File: config.mk
export PLATFORM = sky130hd
export DESIGN_NAME = coalescing_command_queue_flat
export DESIGN_NICKNAME = d
export VERILOG_FILES = /design/src/rtl/ccq_pkg.sv /design/src/rtl/ccq_if.sv /design/src/rtl/ccq_mem.sv /design/src/rtl/ccq_seq.sv /design/src/rtl/coalescing_command_queue.sv /design/src/flat_wrapper.sv
export VERILOG_INCLUDE_DIRS = /design/src /design/src/rtl
export SDC_FILE = /design/constraint.sdc
export NUM_CORES = 1
export LEC_CHECK = 0
export BUFFER_PORTS_ARGS = -buffer_cell sky130_fd_sc_hd__buf_2
export CAP_MARGIN = 25
export CELL_PAD_IN_SITES_DETAIL_PLACEMENT = 2
export CELL_PAD_IN_SITES_GLOBAL_PLACEMENT = 2
export CORE_MARGIN = 2
export CORE_UTILIZATION = 35
export CTS_CLUSTER_SIZE = 24
export DETAILED_ROUTE_END_ITERATION = 16
export HOLD_SLACK_MARGIN = 0.06
export PLACE_DENSITY = 0.72
export SLEW_MARGIN = 20
export SYNTH_ARGS = -nofsm -noshare
export SYNTH_HDL_FRONTEND = slang
export SYNTH_SLANG_ARGS = --single-unit
File: constraint.sdc
create_clock -name clk -period 4.3 [get_ports clk]
set_input_delay 0.645 -clock clk [delete_from_list [all_inputs] [get_ports clk]]
set_output_delay 0.645 -clock clk [all_outputs]
set_load 0.05 [all_outputs]
File: src/rtl/coalescing_command_queue_macros.svh
// Assertion macros shared by the coalescing command queue RTL.
// Each expects a clock named clk and a synchronous reset named rst in scope.
`ifndef COALESCING_COMMAND_QUEUE_MACROS_SVH
`define COALESCING_COMMAND_QUEUE_MACROS_SVH

// Same-cycle implication, idle under reset.
`define CCQ_ASSERT_NOW(lbl, ante, cons, msg) \
  lbl: assert property (@(posedge clk) disable iff (rst) (ante) |-> (cons)) else $error(msg);

// Next-cycle implication, idle under reset.
`define CCQ_ASSERT_NEXT(lbl, ante, cons, msg) \
  lbl: assert property (@(posedge clk) disable iff (rst) (ante) |=> (cons)) else $error(msg);

`endif

File: src/rtl/ccq_pkg.sv
// Shared types and constants for the coalescing command queue.
// No dependencies; compiled first.
`timescale 1ns / 1ps

package ccq_pkg;

  localparam int QUEUE_SLOTS_DEF = 8;
  localparam int KEY_W           = 16;
  localparam int VAL_W           = 16;
  localparam int OCC_W           = 3;

  typedef enum logic {
    CMD_PUSH = 1'b0,
    CMD_POP  = 1'b1
  } cmd_e_t;

  typedef enum logic [1:0] {
    ST_IDLE,
    ST_SCAN,
    ST_POP,
    ST_FINISH
  } seq_state_t;

  // Port controls from the sequencer to the entry memory.
  typedef struct packed {
    logic wr_en;
    logic rd_en;
  } mem_ctl_t;

  // One finished result.
  typedef struct packed {
    logic             pop_valid;
    logic [KEY_W-1:0] out_key;
    logic [VAL_W-1:0] out_value;
    logic             merged;
    logic             dropped_oldest;
    logic [OCC_W-1:0] occupancy;
  } result_t;

endpackage

File: src/rtl/ccq_if.sv
// Valid/ready channel interfaces for the coalescing command queue.
// Depends on ccq_pkg for field widths.
`timescale 1ns / 1ps

interface ccq_req_if;
  logic                     valid;
  logic                     ready;
  logic                     command;
  logic [ccq_pkg::KEY_W-1:0] key;
  logic [ccq_pkg::VAL_W-1:0] value;

  modport source (output valid, command, key, value, input ready);
  modport sink   (input valid, command, key, value, output ready);
endinterface

interface ccq_rsp_if;
  logic                     valid;
  logic                     ready;
  logic                     pop_valid;
  logic [ccq_pkg::KEY_W-1:0] out_key;
  logic [ccq_pkg::VAL_W-1:0] out_value;
  logic                     merged;
  logic                     dropped_oldest;
  logic [ccq_pkg::OCC_W-1:0] occupancy;

  modport source (output valid, pop_valid, out_key, out_value, merged, dropped_oldest,
                  occupancy, input ready);
  modport sink   (input valid, pop_valid, out_key, out_value, merged, dropped_oldest,
                  occupancy, output ready);
endinterface

File: src/rtl/ccq_mem.sv
// Entry storage: key and value arrays, one write and one registered read port.
// Depends on ccq_pkg.
`timescale 1ns / 1ps

module ccq_mem #(
  parameter int QUEUE_SLOTS = ccq_pkg::QUEUE_SLOTS_DEF,
  parameter int PTR_W       = $clog2(QUEUE_SLOTS)
) (
  input  logic                      clk,
  input  ccq_pkg::mem_ctl_t         mem_ctl,
  input  logic [PTR_W-1:0]          wr_addr,
  input  logic [ccq_pkg::KEY_W-1:0] wr_key,
  input  logic [ccq_pkg::VAL_W-1:0] wr_value,
  input  logic [PTR_W-1:0]          rd_addr,
  output logic [ccq_pkg::KEY_W-1:0] rd_key,
  output logic [ccq_pkg::VAL_W-1:0] rd_value
);
  import ccq_pkg::*;

  logic [KEY_W-1:0] key_mem   [QUEUE_SLOTS];
  logic [VAL_W-1:0] value_mem [QUEUE_SLOTS];

  // Write port
  always_ff @(posedge clk) begin
    if (mem_ctl.wr_en) begin
      key_mem[wr_addr]   <= wr_key;
      value_mem[wr_addr] <= wr_value;
    end
  end

  // Registered read port
  always_ff @(posedge clk) begin
    if (mem_ctl.rd_en) begin
      rd_key   <= key_mem[rd_addr];
      rd_value <= value_mem[rd_addr];
    end
  end

endmodule

File: src/rtl/ccq_seq.sv
// Sequencer for the coalescing queue: ring pointers, key scan with one shared
// comparator, append/drop/pop decisions. Depends on ccq_pkg and ccq_mem.
`timescale 1ns / 1ps
`include "coalescing_command_queue_macros.svh"

module ccq_seq #(
  parameter int QUEUE_SLOTS = ccq_pkg::QUEUE_SLOTS_DEF,
  parameter int PTR_W       = $clog2(QUEUE_SLOTS)
) (
  input  logic                      clk,
  input  logic                      rst,
  // item side
  input  logic                      item_valid,
  output logic                      item_ready,
  input  logic                      item_command,
  input  logic [ccq_pkg::KEY_W-1:0] item_key,
  input  logic [ccq_pkg::VAL_W-1:0] item_value,
  // result side
  output logic                      res_valid,
  input  logic                      res_ready,
  output ccq_pkg::result_t          res
);
  import ccq_pkg::*;

  localparam int CNT_W = $clog2(QUEUE_SLOTS + 1);
  localparam logic [PTR_W-1:0] LAST = PTR_W'(QUEUE_SLOTS - 1);

  function automatic logic [PTR_W-1:0] ring_next(input logic [PTR_W-1:0] p);
    return (p == LAST) ? '0 : p + 1'b1;
  endfunction

  seq_state_t       state, state_next;
  cmd_e_t           cmd;
  logic [KEY_W-1:0] key;
  logic [VAL_W-1:0] value;
  logic [PTR_W-1:0] oldest_ptr, free_ptr, scan_ptr, cmp_addr;
  logic             cmp_valid;
  logic             res_pop_valid, res_merged, res_dropped;
  logic [KEY_W-1:0] res_key;
  logic [VAL_W-1:0] res_value;
  logic [CNT_W-1:0] count;
  logic             accept, hit, empty, full;

  mem_ctl_t         mem_ctl;
  logic [PTR_W-1:0] wr_addr, rd_addr;
  logic [KEY_W-1:0] rd_key;
  logic [VAL_W-1:0] rd_value;

  ccq_mem #(
    .QUEUE_SLOTS (QUEUE_SLOTS),
    .PTR_W       (PTR_W)
  ) u_mem (
    .clk      (clk),
    .mem_ctl  (mem_ctl),
    .wr_addr  (wr_addr),
    .wr_key   (key),
    .wr_value (value),
    .rd_addr  (rd_addr),
    .rd_key   (rd_key),
    .rd_value (rd_value)
  );

  // Status
  assign item_ready = (state == ST_IDLE);
  assign accept     = item_valid && item_ready;
  assign empty      = (oldest_ptr == free_ptr);
  assign full       = (ring_next(free_ptr) == oldest_ptr);
  assign hit        = cmp_valid && (rd_key == key);

  // Next state
  always_comb begin
    state_next = state;
    case (state)
      ST_IDLE: begin
        if (accept) begin
          if (cmd_e_t'(item_command) == CMD_POP) begin
            state_next = empty ? ST_FINISH : ST_POP;
          end else begin
            state_next = ST_SCAN;
          end
        end
      end
      ST_SCAN: begin
        if (hit || (scan_ptr == free_ptr)) begin
          state_next = ST_FINISH;
        end
      end
      ST_POP:    state_next = ST_FINISH;
      ST_FINISH: begin
        if (res_ready) begin
          state_next = ST_IDLE;
        end
      end
      default:   state_next = ST_IDLE;
    endcase
  end

  // Memory port control: one read or one write per cycle
  always_comb begin
    mem_ctl = '0;
    rd_addr = scan_ptr;
    wr_addr = free_ptr;
    case (state)
      ST_IDLE: begin
        if (accept && cmd_e_t'(item_command) == CMD_POP && !empty) begin
          mem_ctl.rd_en = 1'b1;
          rd_addr       = oldest_ptr;
        end
      end
      ST_SCAN: begin
        if (hit) begin
          mem_ctl.wr_en = 1'b1;
          wr_addr       = cmp_addr;
        end else if (scan_ptr != free_ptr) begin
          mem_ctl.rd_en = 1'b1;
        end else begin
          mem_ctl.wr_en = 1'b1;
        end
      end
      default: ;
    endcase
  end

  always_ff @(posedge clk) begin
    if (rst) begin
      state <= ST_IDLE;
    end else begin
      state <= state_next;
    end
  end

  // Pointers and scan control
  always_ff @(posedge clk) begin
    if (rst) begin
      oldest_ptr <= '0;
      free_ptr   <= '0;
      cmp_valid  <= 1'b0;
    end else begin
      case (state)
        ST_IDLE: begin
          cmp_valid <= 1'b0;
        end
        ST_SCAN: begin
          if (!hit && scan_ptr != free_ptr) begin
            cmp_valid <= 1'b1;
          end else if (!hit) begin
            if (full) begin
              oldest_ptr <= ring_next(oldest_ptr);
            end
            free_ptr <= ring_next(free_ptr);
          end
        end
        ST_POP: begin
          oldest_ptr <= ring_next(oldest_ptr);
        end
        default: ;
      endcase
    end
  end

  // Item capture, scan address and result fields
  always_ff @(posedge clk) begin
    case (state)
      ST_IDLE: begin
        if (accept) begin
          cmd           <= cmd_e_t'(item_command);
          key           <= item_key;
          value         <= item_value;
          scan_ptr      <= oldest_ptr;
          res_pop_valid <= 1'b0;
          res_merged    <= 1'b0;
          res_dropped   <= 1'b0;
          res_key       <= '0;
          res_value     <= '0;
        end
      end
      ST_SCAN: begin
        if (hit) begin
          res_merged <= 1'b1;
        end else if (scan_ptr != free_ptr) begin
          cmp_addr <= scan_ptr;
          scan_ptr <= ring_next(scan_ptr);
        end else begin
          res_dropped <= full;
        end
      end
      ST_POP: begin
        res_pop_valid <= 1'b1;
        res_key       <= rd_key;
        res_value     <= rd_value;
      end
      default: ;
    endcase
  end

  // Fill level from the settled pointers
  always_comb begin
    if (free_ptr >= oldest_ptr) begin
      count = CNT_W'(free_ptr - oldest_ptr);
    end else begin
      count = CNT_W'(QUEUE_SLOTS) - CNT_W'(oldest_ptr) + CNT_W'(free_ptr);
    end
  end

  assign res_valid          = (state == ST_FINISH);
  assign res.pop_valid      = res_pop_valid;
  assign res.out_key        = res_key;
  assign res.out_value      = res_value;
  assign res.merged         = res_merged;
  assign res.dropped_oldest = res_dropped;
  assign res.occupancy      = OCC_W'(count);

  // Checks
  `CCQ_ASSERT_NOW(a_ptr_range, 1'b1, (oldest_ptr <= LAST) && (free_ptr <= LAST), "ring pointer out of range")
  `CCQ_ASSERT_NOW(a_merge_excl, res_valid && res.merged, !res.dropped_oldest && !res.pop_valid && cmd == CMD_PUSH, "merge flagged with drop or pop")
  `CCQ_ASSERT_NEXT(a_empty_pop, accept && cmd_e_t'(item_command) == CMD_POP && empty, state == ST_FINISH && !res.pop_valid, "empty pop did not finish at once")
  `CCQ_ASSERT_NOW(a_one_port, 1'b1, !(mem_ctl.wr_en && mem_ctl.rd_en), "memory read and write in one cycle")

endmodule

File: src/rtl/coalescing_command_queue.sv
// Coalescing command queue: ring of key/value pairs with in-place update and
// drop-oldest on overflow.
//
// Channels: request carries command/key/value, response carries one result per
// request; both transfer when valid and ready are high at a rising clk edge.
// A push scans the queued entries oldest first through one shared key
// comparator, one entry per cycle; a matching key gets its value replaced,
// otherwise the pair is appended and, when full, the oldest entry is dropped.
// A pop reads the oldest pair from the entry memory, or reports empty.
// A push stops its scan at the first matching key, else after the newest entry;
// the scan loop runs over the memory read port. A pop passes ST_POP on its way
// to ST_FINISH, an empty pop skips it. One request is in work at a time;
// request.ready is high only while the sequencer is idle.
// The result sits in an output register, so the next request is taken while it
// waits; a stalled receiver holds the sequencer only once its next result is done.
// Reset (rst, synchronous) empties the queue at once; entry memory is not cleared.
// Depends on ccq_pkg, ccq_if, ccq_mem and ccq_seq.
`timescale 1ns / 1ps

module coalescing_command_queue #(
  parameter int QUEUE_SLOTS = ccq_pkg::QUEUE_SLOTS_DEF
) (
  input logic      clk,
  input logic      rst,
  ccq_req_if.sink  request,
  ccq_rsp_if.source response
);
  import ccq_pkg::*;

  localparam int PTR_W = $clog2(QUEUE_SLOTS);

  logic    res_valid, res_ready;
  result_t res, out_reg;
  logic    out_valid;

  ccq_seq #(
    .QUEUE_SLOTS (QUEUE_SLOTS),
    .PTR_W       (PTR_W)
  ) u_seq (
    .clk          (clk),
    .rst          (rst),
    .item_valid   (request.valid),
    .item_ready   (request.ready),
    .item_command (request.command),
    .item_key     (request.key),
    .item_value   (request.value),
    .res_valid    (res_valid),
    .res_ready    (res_ready),
    .res          (res)
  );

  // Output register: loads when empty or being drained
  assign res_ready = !out_valid || response.ready;

  always_ff @(posedge clk) begin
    if (rst) begin
      out_valid <= 1'b0;
    end else if (res_valid && res_ready) begin
      out_valid <= 1'b1;
    end else if (response.ready) begin
      out_valid <= 1'b0;
    end
  end

  always_ff @(posedge clk) begin
    if (res_valid && res_ready) begin
      out_reg <= res;
    end
  end

  assign response.valid          = out_valid;
  assign response.pop_valid      = out_reg.pop_valid;
  assign response.out_key        = out_reg.out_key;
  assign response.out_value      = out_reg.out_value;
  assign response.merged         = out_reg.merged;
  assign response.dropped_oldest = out_reg.dropped_oldest;
  assign response.occupancy      = out_reg.occupancy;

endmodule

File: src/flat_wrapper.sv
// flat-port wrapper written by rule: the top's interface ports become plain ports
module coalescing_command_queue_flat import ccq_pkg::*;
#(
  parameter int QUEUE_SLOTS = ccq_pkg::QUEUE_SLOTS_DEF
)
  (clk, rst, request_valid, request_command, request_key, request_value, request_ready, response_valid, response_pop_valid, response_out_key, response_out_value, response_merged, response_dropped_oldest, response_occupancy, response_ready);
  ccq_req_if request_i ();
  ccq_rsp_if response_i ();
  input logic clk;
  input logic rst;
  input wire logic [$bits(request_i.valid)-1:0] request_valid;
  input wire logic [$bits(request_i.command)-1:0] request_command;
  input wire logic [$bits(request_i.key)-1:0] request_key;
  input wire logic [$bits(request_i.value)-1:0] request_value;
  output wire logic [$bits(request_i.ready)-1:0] request_ready;
  output wire logic [$bits(response_i.valid)-1:0] response_valid;
  output wire logic [$bits(response_i.pop_valid)-1:0] response_pop_valid;
  output wire logic [$bits(response_i.out_key)-1:0] response_out_key;
  output wire logic [$bits(response_i.out_value)-1:0] response_out_value;
  output wire logic [$bits(response_i.merged)-1:0] response_merged;
  output wire logic [$bits(response_i.dropped_oldest)-1:0] response_dropped_oldest;
  output wire logic [$bits(response_i.occupancy)-1:0] response_occupancy;
  input wire logic [$bits(response_i.ready)-1:0] response_ready;
  assign request_i.valid = request_valid;
  assign request_i.command = request_command;
  assign request_i.key = request_key;
  assign request_i.value = request_value;
  assign request_ready = request_i.ready;
  assign response_valid = response_i.valid;
  assign response_pop_valid = response_i.pop_valid;
  assign response_out_key = response_i.out_key;
  assign response_out_value = response_i.out_value;
  assign response_merged = response_i.merged;
  assign response_dropped_oldest = response_i.dropped_oldest;
  assign response_occupancy = response_i.occupancy;
  assign response_i.ready = response_ready;
  coalescing_command_queue #(.QUEUE_SLOTS(QUEUE_SLOTS)) u_core (.clk(clk), .rst(rst), .request(request_i), .response(response_i));
endmodule
==> results of run 1 <==
==> critical path, delay by kind of cell, from the launching register on <==
| kind | cells | cell delay (ps) |
|---|---|---|
| xor+xnor | 1 | 240 |
| mux | 1 | 650 |
| flops | 1 | 530 |
| buf+inv | 1 | 300 |
| simple gates | 4 | 1350 |
==> cells by family (layout without fill, tap and decap cells) <==
family | after synthesis | count (layout) | share of synthesized area (%)
and+or+nand+nor | 389 | 389 | 11.5
AOI/OAI and AO/OA | 57 | 57 | 3.07
adders and majority gates | 14 | 14 | 1.17
muxes | 48 | 48 | 3.18
DFF | 409 | 409 | 77.9
xor gates and xnor gates | 24 | 24 | 1.34
buffers and inverters | 57 | 192 | 1.83
==> cell usage in the layout, fill, tap and decap left out, types with 7 or more instances in the layout <==
cell	n
edfxtp_1	399
a21oi_1	7
a32oi_1	32
nor2_1	13
clkinv_1	11
inv_1	10
clkbuf_1	9
mux2i_1	36
dfxtp_1	10
buf_2	76
buf_4	21
clkbuf_16	47
xor2_1	14
xnor2_1	10
nand2_1	207
and2_1	32
mux2_1	8
ha_1	13
nand3_1	72
and3_1	32
nor4_1	8
==> state kept, by name, summed over array words and instances (netlist names), 2 cells and up <==
register / count
u_core.response.occupancy: 3
u_core.u_seq.oldest_ptr: 3
u_core.u_seq.u_mem.rd_key: 16
u_core.u_seq.state: 2
u_core.u_seq.u_mem.rd_value: 16
u_core.response.out_key: 16
u_core.u_seq.cmp_addr: 3
u_core.u_seq.key: 16
u_core.u_seq.res_key: 16
u_core.u_seq.value: 16
u_core.u_seq.u_mem.key_mem: 128
u_core.u_seq.free_ptr: 3
u_core.u_seq.scan_ptr: 3
u_core.u_seq.u_mem.value_mem: 128
u_core.u_seq.res_value: 16
u_core.response.out_value: 16
==> routing by layer <==
layer  wire length (um)  part of all wire (%)  vias to the layer above
li1                   -                     -                     3925
met1              18100                    43                     4550
met2              21000                    50                      176
met3               1570                   3.8                       64
met4               1100                   2.6                        0
met5                  0                     0                        -
==> stage by stage <==
step | instances | setup slack (ps) | hold WS (ps)
3_3_place_gp | 1644 | 1060 | 404
2_1_floorplan | 998 | 525 | 400
6_report | 1725 | 888 | 227
5_1_grt | 1725 | 664 | 220
3_5_place_dp | 1644 | 860 | 406
4_1_cts | 1725 | 846 | 199
==> how the worst min path moves through the flow <==
| stage | from | endpoint | slack (ps) | cells past startpoint |
|---|---|---|---|---|
| after floorplan | u_core.u_seq.res_dropped$_SDFFCE_PN0P_ | u_core.response.dropped_oldest$_DFFE_PP_ | 400 | 0 |
| after global placement | u_core.u_seq.res_value[10]$_SDFFCE_PN0P_ | u_core.response.out_value[10]$_DFFE_PP_ | 400 | 0 |
| after detailed placement | u_core.u_seq.res_value[10]$_SDFFCE_PN0P_ | u_core.response.out_value[10]$_DFFE_PP_ | 410 | 0 |
| after CTS | request_value[11] | u_core.u_seq.value[11]$_DFFE_PP_ | 200 | 1 |
| after global routing | request_value[14] | u_core.u_seq.value[14]$_DFFE_PP_ | 220 | 1 |
| final | request_value[11] | u_core.u_seq.value[11]$_DFFE_PP_ | 230 | 1 |
==> layout make-up <==
| class | count | area, um^2 | area share [%] |
|---|---|---|---|
| Clock buffer | 56 | 1210 | 6.62 |
| Tap cell | 592 | 741 | 4.06 |
| Clock inverter | 25 | 228 | 1.25 |
| Multi-Input combinational cell | 532 | 3250 | 17.8 |
| Inverter | 10 | 37.5 | 0.206 |
| Timing Repair Buffer | 101 | 618 | 3.38 |
| Sequential cell | 409 | 12200 | 66.7 |
==> power groups by stage <==
stage | combinational [W] | clock (W) | sequential, W
final | 0.00310 | 0.00381 | 0.00575
after global routing | 0.00342 | 0.00403 | 0.00582
after global placement | 0.00301 | 0 | 0.00577
after floorplan | 0.00193 | 0 | 0.00579
after CTS | 0.00319 | 0.00390 | 0.00577
after detailed placement | 0.00315 | 0 | 0.00584
==> qor.txt, run 1 <==
Pin count of the biggest net entering global routing = 101
Part of the power in the clock network = 30.1%
CTS Root Cell = clkbuf_16
Final weighted congestion in routability-driven placement = 0.733
Utilization of the core after routing = 41.4%
CP Data Arrival Time = 3660 ps
Final setup vio count = 0
Number of antenna violations at the first check in global routing = 0
Worst Reg-to-Reg Cells = 7
Leak pwr = 6.35 nW
Synthesized area divided by synthesized cell count = 15.7 um^2
Worst slew pin tran = 967 ps
Number of setup buffers added after CTS = 0
Count of cell types in the netlist = 44
Flop pwr share = 45.4%
Number of buffer cells added on primary ports = 76
Power spent charging and discharging nets = 0.00414 W
Standard cell with the maximum stage delay on the critical path = mux2_1
Crit path largest cell delay = 650 ps
Hold Fails Final Rpt = 0
Crit Path Class = flip-flop to flip-flop
Relative slew slack = 35.4%
Flop and latch count out of synthesis = 409
Std-Cell Rows = 77
Reported max-cap violation count = 0
Post-route clock skew = 34.0 ps
Routed Antenna Nets = 0
Required time worst endpoint = 4550 ps
Total DRC errors in the routed layout = 0
Count of antenna diodes in the layout = 0
Drt total wl = 41.8 mm
Net Sw Frac = 32.7%
Fraction of synthesized cell area taken by the top area cell type = 76.6%
Number of buffers on the longest clock path = 3
Max IR drop VDD = 0.475 mV
Setup repair after global routing missed its margin = false
Global-route wire length before repair = 62.4 mm
Result of the run = finished, final reports clean
Cell-by-cell trace of the critical path = xor2_1 -> nor4_1 -> nand2_1 -> nor4_1 -> nand2_1 -> mux2_1 -> buf_12
Core outline area = 0.0441 mm^2
HPWL after detailed placement = 24.5 mm
Main area contributors after synthesis = edfxtp_1, nand2_1, mux2i_1
Clock edge transition at the registers on the reported setup and hold paths = 60 ps
Setup_tns = 0 ps
Gr busiest metal = met2
Clock H-tree levels = 2
Final design instance area without fill = 0.0183 mm^2
Detailed-route via count = 8715
Internal cell power = 0.00852 W
Area after detailed placement = 0.0168 mm^2
Last element of the critical path = u_core.u_seq.u_mem.value_mem[5][7]$_DFFE_PP_
Final count of pins violating max slew = 0
Floorplan die area = 0.0464 mm^2
Fraction of final layout cells with drive strength greater than 1 = 15.7%
Hold Crit Class = input port to flip-flop
Iteration count of the initial detailed-routing pass = 5
Kind of end point of the critical path = flip-flop
Largest area contributor in the netlist = edfxtp_1
Crit path time final = 3410 ps
Number of synthesis warnings = 0
Synthesized Nets = 1049
Most used standard cells in the synthesized netlist = edfxtp_1, nand2_1, nand3_1
Overall die height = 215 um
Clock Latency Late Sink = 590 ps
Width of the die = 215 um
Initial DRC Count = 599
Max Fclk = 293 MHz
Capture point of the worst reg-to-reg path = u_core.u_seq.u_mem.value_mem[5][7]$_DFFE_PP_
GR Overflow Total = 0
Global routing usage on met1 = 23.3%
TritonCTS clock tree = yes
Vias in the first global route = 9579
Critical Path Start = u_core.u_seq.key[14]$_DFFE_PP_
Part of the power in combinational logic = 24.5%
Clock sink count = 409
Fill cell instance count of the final layout = 4355
Cells after Synth = 998
Netlist area before placement = 0.0156 mm^2
Element type at the critical path start = flip-flop
Total power consumption of the routed design = 0.0127 W
Layout-stage area growth over the synthesis result = 16.8%
Number of instances resized during post-cts repair = 0
Areal power density over the cells = 693 mW/mm^2
Number of nets at the end of the flow = 1151
Overall track demand over capacity in global routing = 18.2%
Top Ports = 77
Count leader, synth = edfxtp_1
Routed vias/inst = 5.05
Async SR Flop Fraction = 0%
Cts bufs inserted = 46
Worst R2R Setup Slack = 890 ps
Worst reg2reg path startpoint = u_core.u_seq.key[14]$_DFFE_PP_
Post-cts hold buffer count = 0
Global-route track usage on met3 = 2.86%
Max Fanout on Critical Path = 26
Synth Flop Type = edfxtp_1
Proportion of synthesized chip area in sequential cells = 77.9%
Count of flip-flops with a built-in enable after synthesis = 399
Post-DR wirelength/cell = 24.2 um
Post-route fraction of the period consumed by the critical path = 79.3%
Met2 Usage GRT = 31.6%
Starting Density = 35.4%
(Power assumes the default switching activity.)
==> run 2: changes to the inputs <==
--- a/config.mk
+++ b/config.mk
@@ -6,6 +6,7 @@
 export SDC_FILE = /design/constraint.sdc
 export NUM_CORES = 1
 export LEC_CHECK = 0
+export ABC_AREA = 1
 export BUFFER_PORTS_ARGS = -buffer_cell sky130_fd_sc_hd__buf_2
 export CAP_MARGIN = 25
 export CELL_PAD_IN_SITES_DETAIL_PLACEMENT = 2
@@ -15,7 +16,7 @@
 export CTS_CLUSTER_SIZE = 24
 export DETAILED_ROUTE_END_ITERATION = 16
 export HOLD_SLACK_MARGIN = 0.06
-export PLACE_DENSITY = 0.72
+export PLACE_DENSITY = 0.77
 export SLEW_MARGIN = 20
 export SYNTH_ARGS = -nofsm -noshare
 export SYNTH_HDL_FRONTEND = slang
==> constraint.sdc (replaced) <==
create_clock -name clk -period 3.2 [get_ports clk]
set_input_delay 0.48 -clock clk [delete_from_list [all_inputs] [get_ports clk]]
set_output_delay 0.48 -clock clk [all_outputs]
set_load 0.05 [all_outputs]
==> qor.txt, run 2 <==
Result of the run = finished, final reports clean
HPWL after detailed placement = 32.0 mm
Max IR drop VDD = 0.394 mV
Post-DR wirelength/cell = 21.1 um
Worst Hold Slack = 95.2 ps
Largest registers = u_core.u_seq.u_mem.key_mem: 128 flops, u_core.u_seq.u_mem.value_mem: 128 flops
Count of cell types in the netlist = 30
Clock H-tree levels = 2
Most frequent standard cell in the layout excluding fill and tap cells = nand2_1
Std-Cell Rows = 81
Cells after Synth = 1604
Flop and latch count out of synthesis = 409
Number of buffers on the longest clock path = 3
Routed vias/inst = 4.72
Part of the power in combinational logic = 32.9%
Post-route clock skew = 28.9 ps
Power spent charging and discharging nets = 0.00745 W
Highest metal layer used by the detailed router = met4
Most frequent cells in the layout = nand2_1, edfxtp_1, inv_1, nand3_1, buf_2
Synthesized Nets = 1655
Areal power density over the cells = 955 mW/mm^2
Initial DRC Count = 669
Required time worst endpoint = 3440 ps
Count of flip-flops with a built-in enable after synthesis = 399
CTS Root Cell = clkbuf_16
Reported max-cap violation count = 0
Count leader, synth = nand2_1
Crit path time final = 3010 ps
Met3 routed WL = 1.89 mm
Final instance count without filler cells = 2429
Kind of end point of the critical path = flip-flop
Wire length on met2 = 26.0 mm
Post-route fraction of the period consumed by the critical path = 94.0%
Count of antenna diodes in the layout = 0
Final setup vio count = 0
Number of nets at the end of the flow = 1782
Met1 wire length = 21.8 mm
Leak pwr = 9.02 nW
Pin count of the biggest net entering global routing = 65
CP Data Arrival Time = 3250 ps
Max Fanout on Critical Path = 32
Worst slew pin tran = 604 ps
Internal cell power = 0.0120 W
Starting Density = 35.3%
TritonCTS clock tree = yes
GR Overflow Total = 0
Inst Count DP = 2320
Top Ports = 77
Part of the power in the clock network = 26.8%
Number of antenna violations at the first check in global routing = 0
Async SR Flop Fraction = 0%
Vias in the first global route = 13000
Iteration count of the initial detailed-routing pass = 5
Overall track demand over capacity in global routing = 20.8%
Final count of pins violating max slew = 0
Netlist area before placement = 0.0172 mm^2
Max Fclk = 333 MHz
Clock Latency Late Sink = 580 ps
Most used standard cells in the synthesized netlist = nand2_1, edfxtp_1, inv_1
Post-route worst setup slack = 194 ps
Element type at the critical path start = flip-flop
Synthesized area divided by synthesized cell count = 10.7 um^2
Drt total wl = 51.2 mm
Floorplan die area = 0.0510 mm^2
Final weighted congestion in routability-driven placement = 0.762
Detailed-route via count = 11500
Layout-stage area growth over the synthesis result = 18.0%
Proportion of synthesized chip area in sequential cells = 70.7%
Fraction of final layout cells with drive strength greater than 1 = 11.5%
Relative slew slack = 59.7%
Setup_tns = 0 ps
Worst setup slack before clock tree synthesis = 217 ps
Clock edge transition at the registers on the reported setup and hold paths = 60 ps
Setup repair after global routing missed its margin = false
Hold Crit Class = input port to flip-flop
Total power consumption of the routed design = 0.0194 W
Flop pwr share = 40.3%
Largest area contributor in the netlist = edfxtp_1
Total DRC errors in the routed layout = 0
Number of buffer cells added on primary ports = 76
Net Sw Frac = 38.4%
Width of the die = 226 um
Fraction of synthesized cell area taken by the top area cell type = 69.6%
Synth Flop Type = edfxtp_1
Cts bufs inserted = 45
Global-route wire length before repair = 78.7 mm
Routed Antenna Nets = 0
Clock sink count = 409
Hold Fails Final Rpt = 0
Core outline area = 0.0487 mm^2
Crit Path Class = flip-flop to flip-flop
Main area contributors after synthesis = edfxtp_1, nand2_1, inv_1
Number of synthesis warnings = 0
Overall die height = 226 um
run 2: changes by cell type in the layout (fill, tap and decap cells not counted), sizes merged, moves of 19 or more:
cell | before | now
and3 | 32 | 0
inv | 11 | 357
and2 | 33 | 0
nor2 | 13 | 32
a32oi | 33 | 0
mux2i | 38 | 0
nand2 | 207 | 555
nand3 | 72 | 143
run 2: critical path, stage by stage, from the launching register on:
cell	delay, ps
edfxtp_1	560
inv_1	80
nand2_1	90
nand2_1	70
nor2_1	110
nand2_1	60
nor2_1	240
nand3_1	270
nor2_1	240
nand2_1	130
nand2_1	90
nand2_1	220
nor2_4	200
buf_12	270
run 2: stage by stage:
step	util (%)	area [um^2]
2_1_floorplan	-	17200
3_3_place_gp	38.2	18600
3_5_place_dp	38.2	18600
4_1_cts	41.5	20200
5_1_grt	41.7	20300
6_report	41.7	20300
run 2: area by class of cell:
cell class	count	area (um^2)
timing repair buffer	133	1050
clock buffer	52	1150
sequential	409	12200
multi-input combinational	789	3510
tap	664	831
clock inverter	29	287
fill	5025	28400
inverter	353	1330
run 2: cell families (layout without fill, tap and decap cells):
kind of cell	Yosys count	in the layout	share of synthesized area [%]
compound gates	28	28	0.922
simple gates	738	738	17.3
xor+xnor	9	9	0.501
buf+inv	406	567	9.49
fa+ha+maj	14	14	1.06
flops	409	409	70.7
run 2: layer usage:
layer / global-route usage (%) / vias up
li1: - / 5318
met5: 0 / -
met3: 2.65 / 101
met4: 7.46 / 0
met1: 25.9 / 5818
met2: 36.8 / 237
run 2: worst paths after layout:
kind	start	endpoint	slack (ps)	cells after the start
setup reg to reg	u_core.u_seq.key[0]$_DFFE_PP_	u_core.u_seq.u_mem.key_mem[4][11]$_DFFE_PP_	190	13
hold reg to reg	u_core.u_seq.res_key[7]$_SDFFCE_PN0P_	u_core.response.out_key[7]$_DFFE_PP_	420	0
hold / removal	request_value[11]	u_core.u_seq.value[11]$_DFFE_PP_	100	1
setup / recovery	u_core.u_seq.key[0]$_DFFE_PP_	u_core.u_seq.u_mem.key_mem[4][11]$_DFFE_PP_	190	13
run 2: repair_timing:
item / CTS / global route
hold buffers: 16 / 0
resized for setup: 0 / 1
buffers inserted: 0 / 12
setup endpoints to repair: 0 / 223
hold endpoints to repair: 16 / 0
run 2: power by group through the flow:
stage / sequential, W / combinational [W] / clock [W]
2_1_floorplan: 0.00780 / 0.00392 / 0
3_3_place_gp: 0.00787 / 0.00582 / 0
3_5_place_dp: 0.00795 / 0.00626 / 0
4_1_cts: 0.00786 / 0.00644 / 0.00532
5_1_grt: 0.00791 / 0.00715 / 0.00551
6_report: 0.00782 / 0.00639 / 0.00520
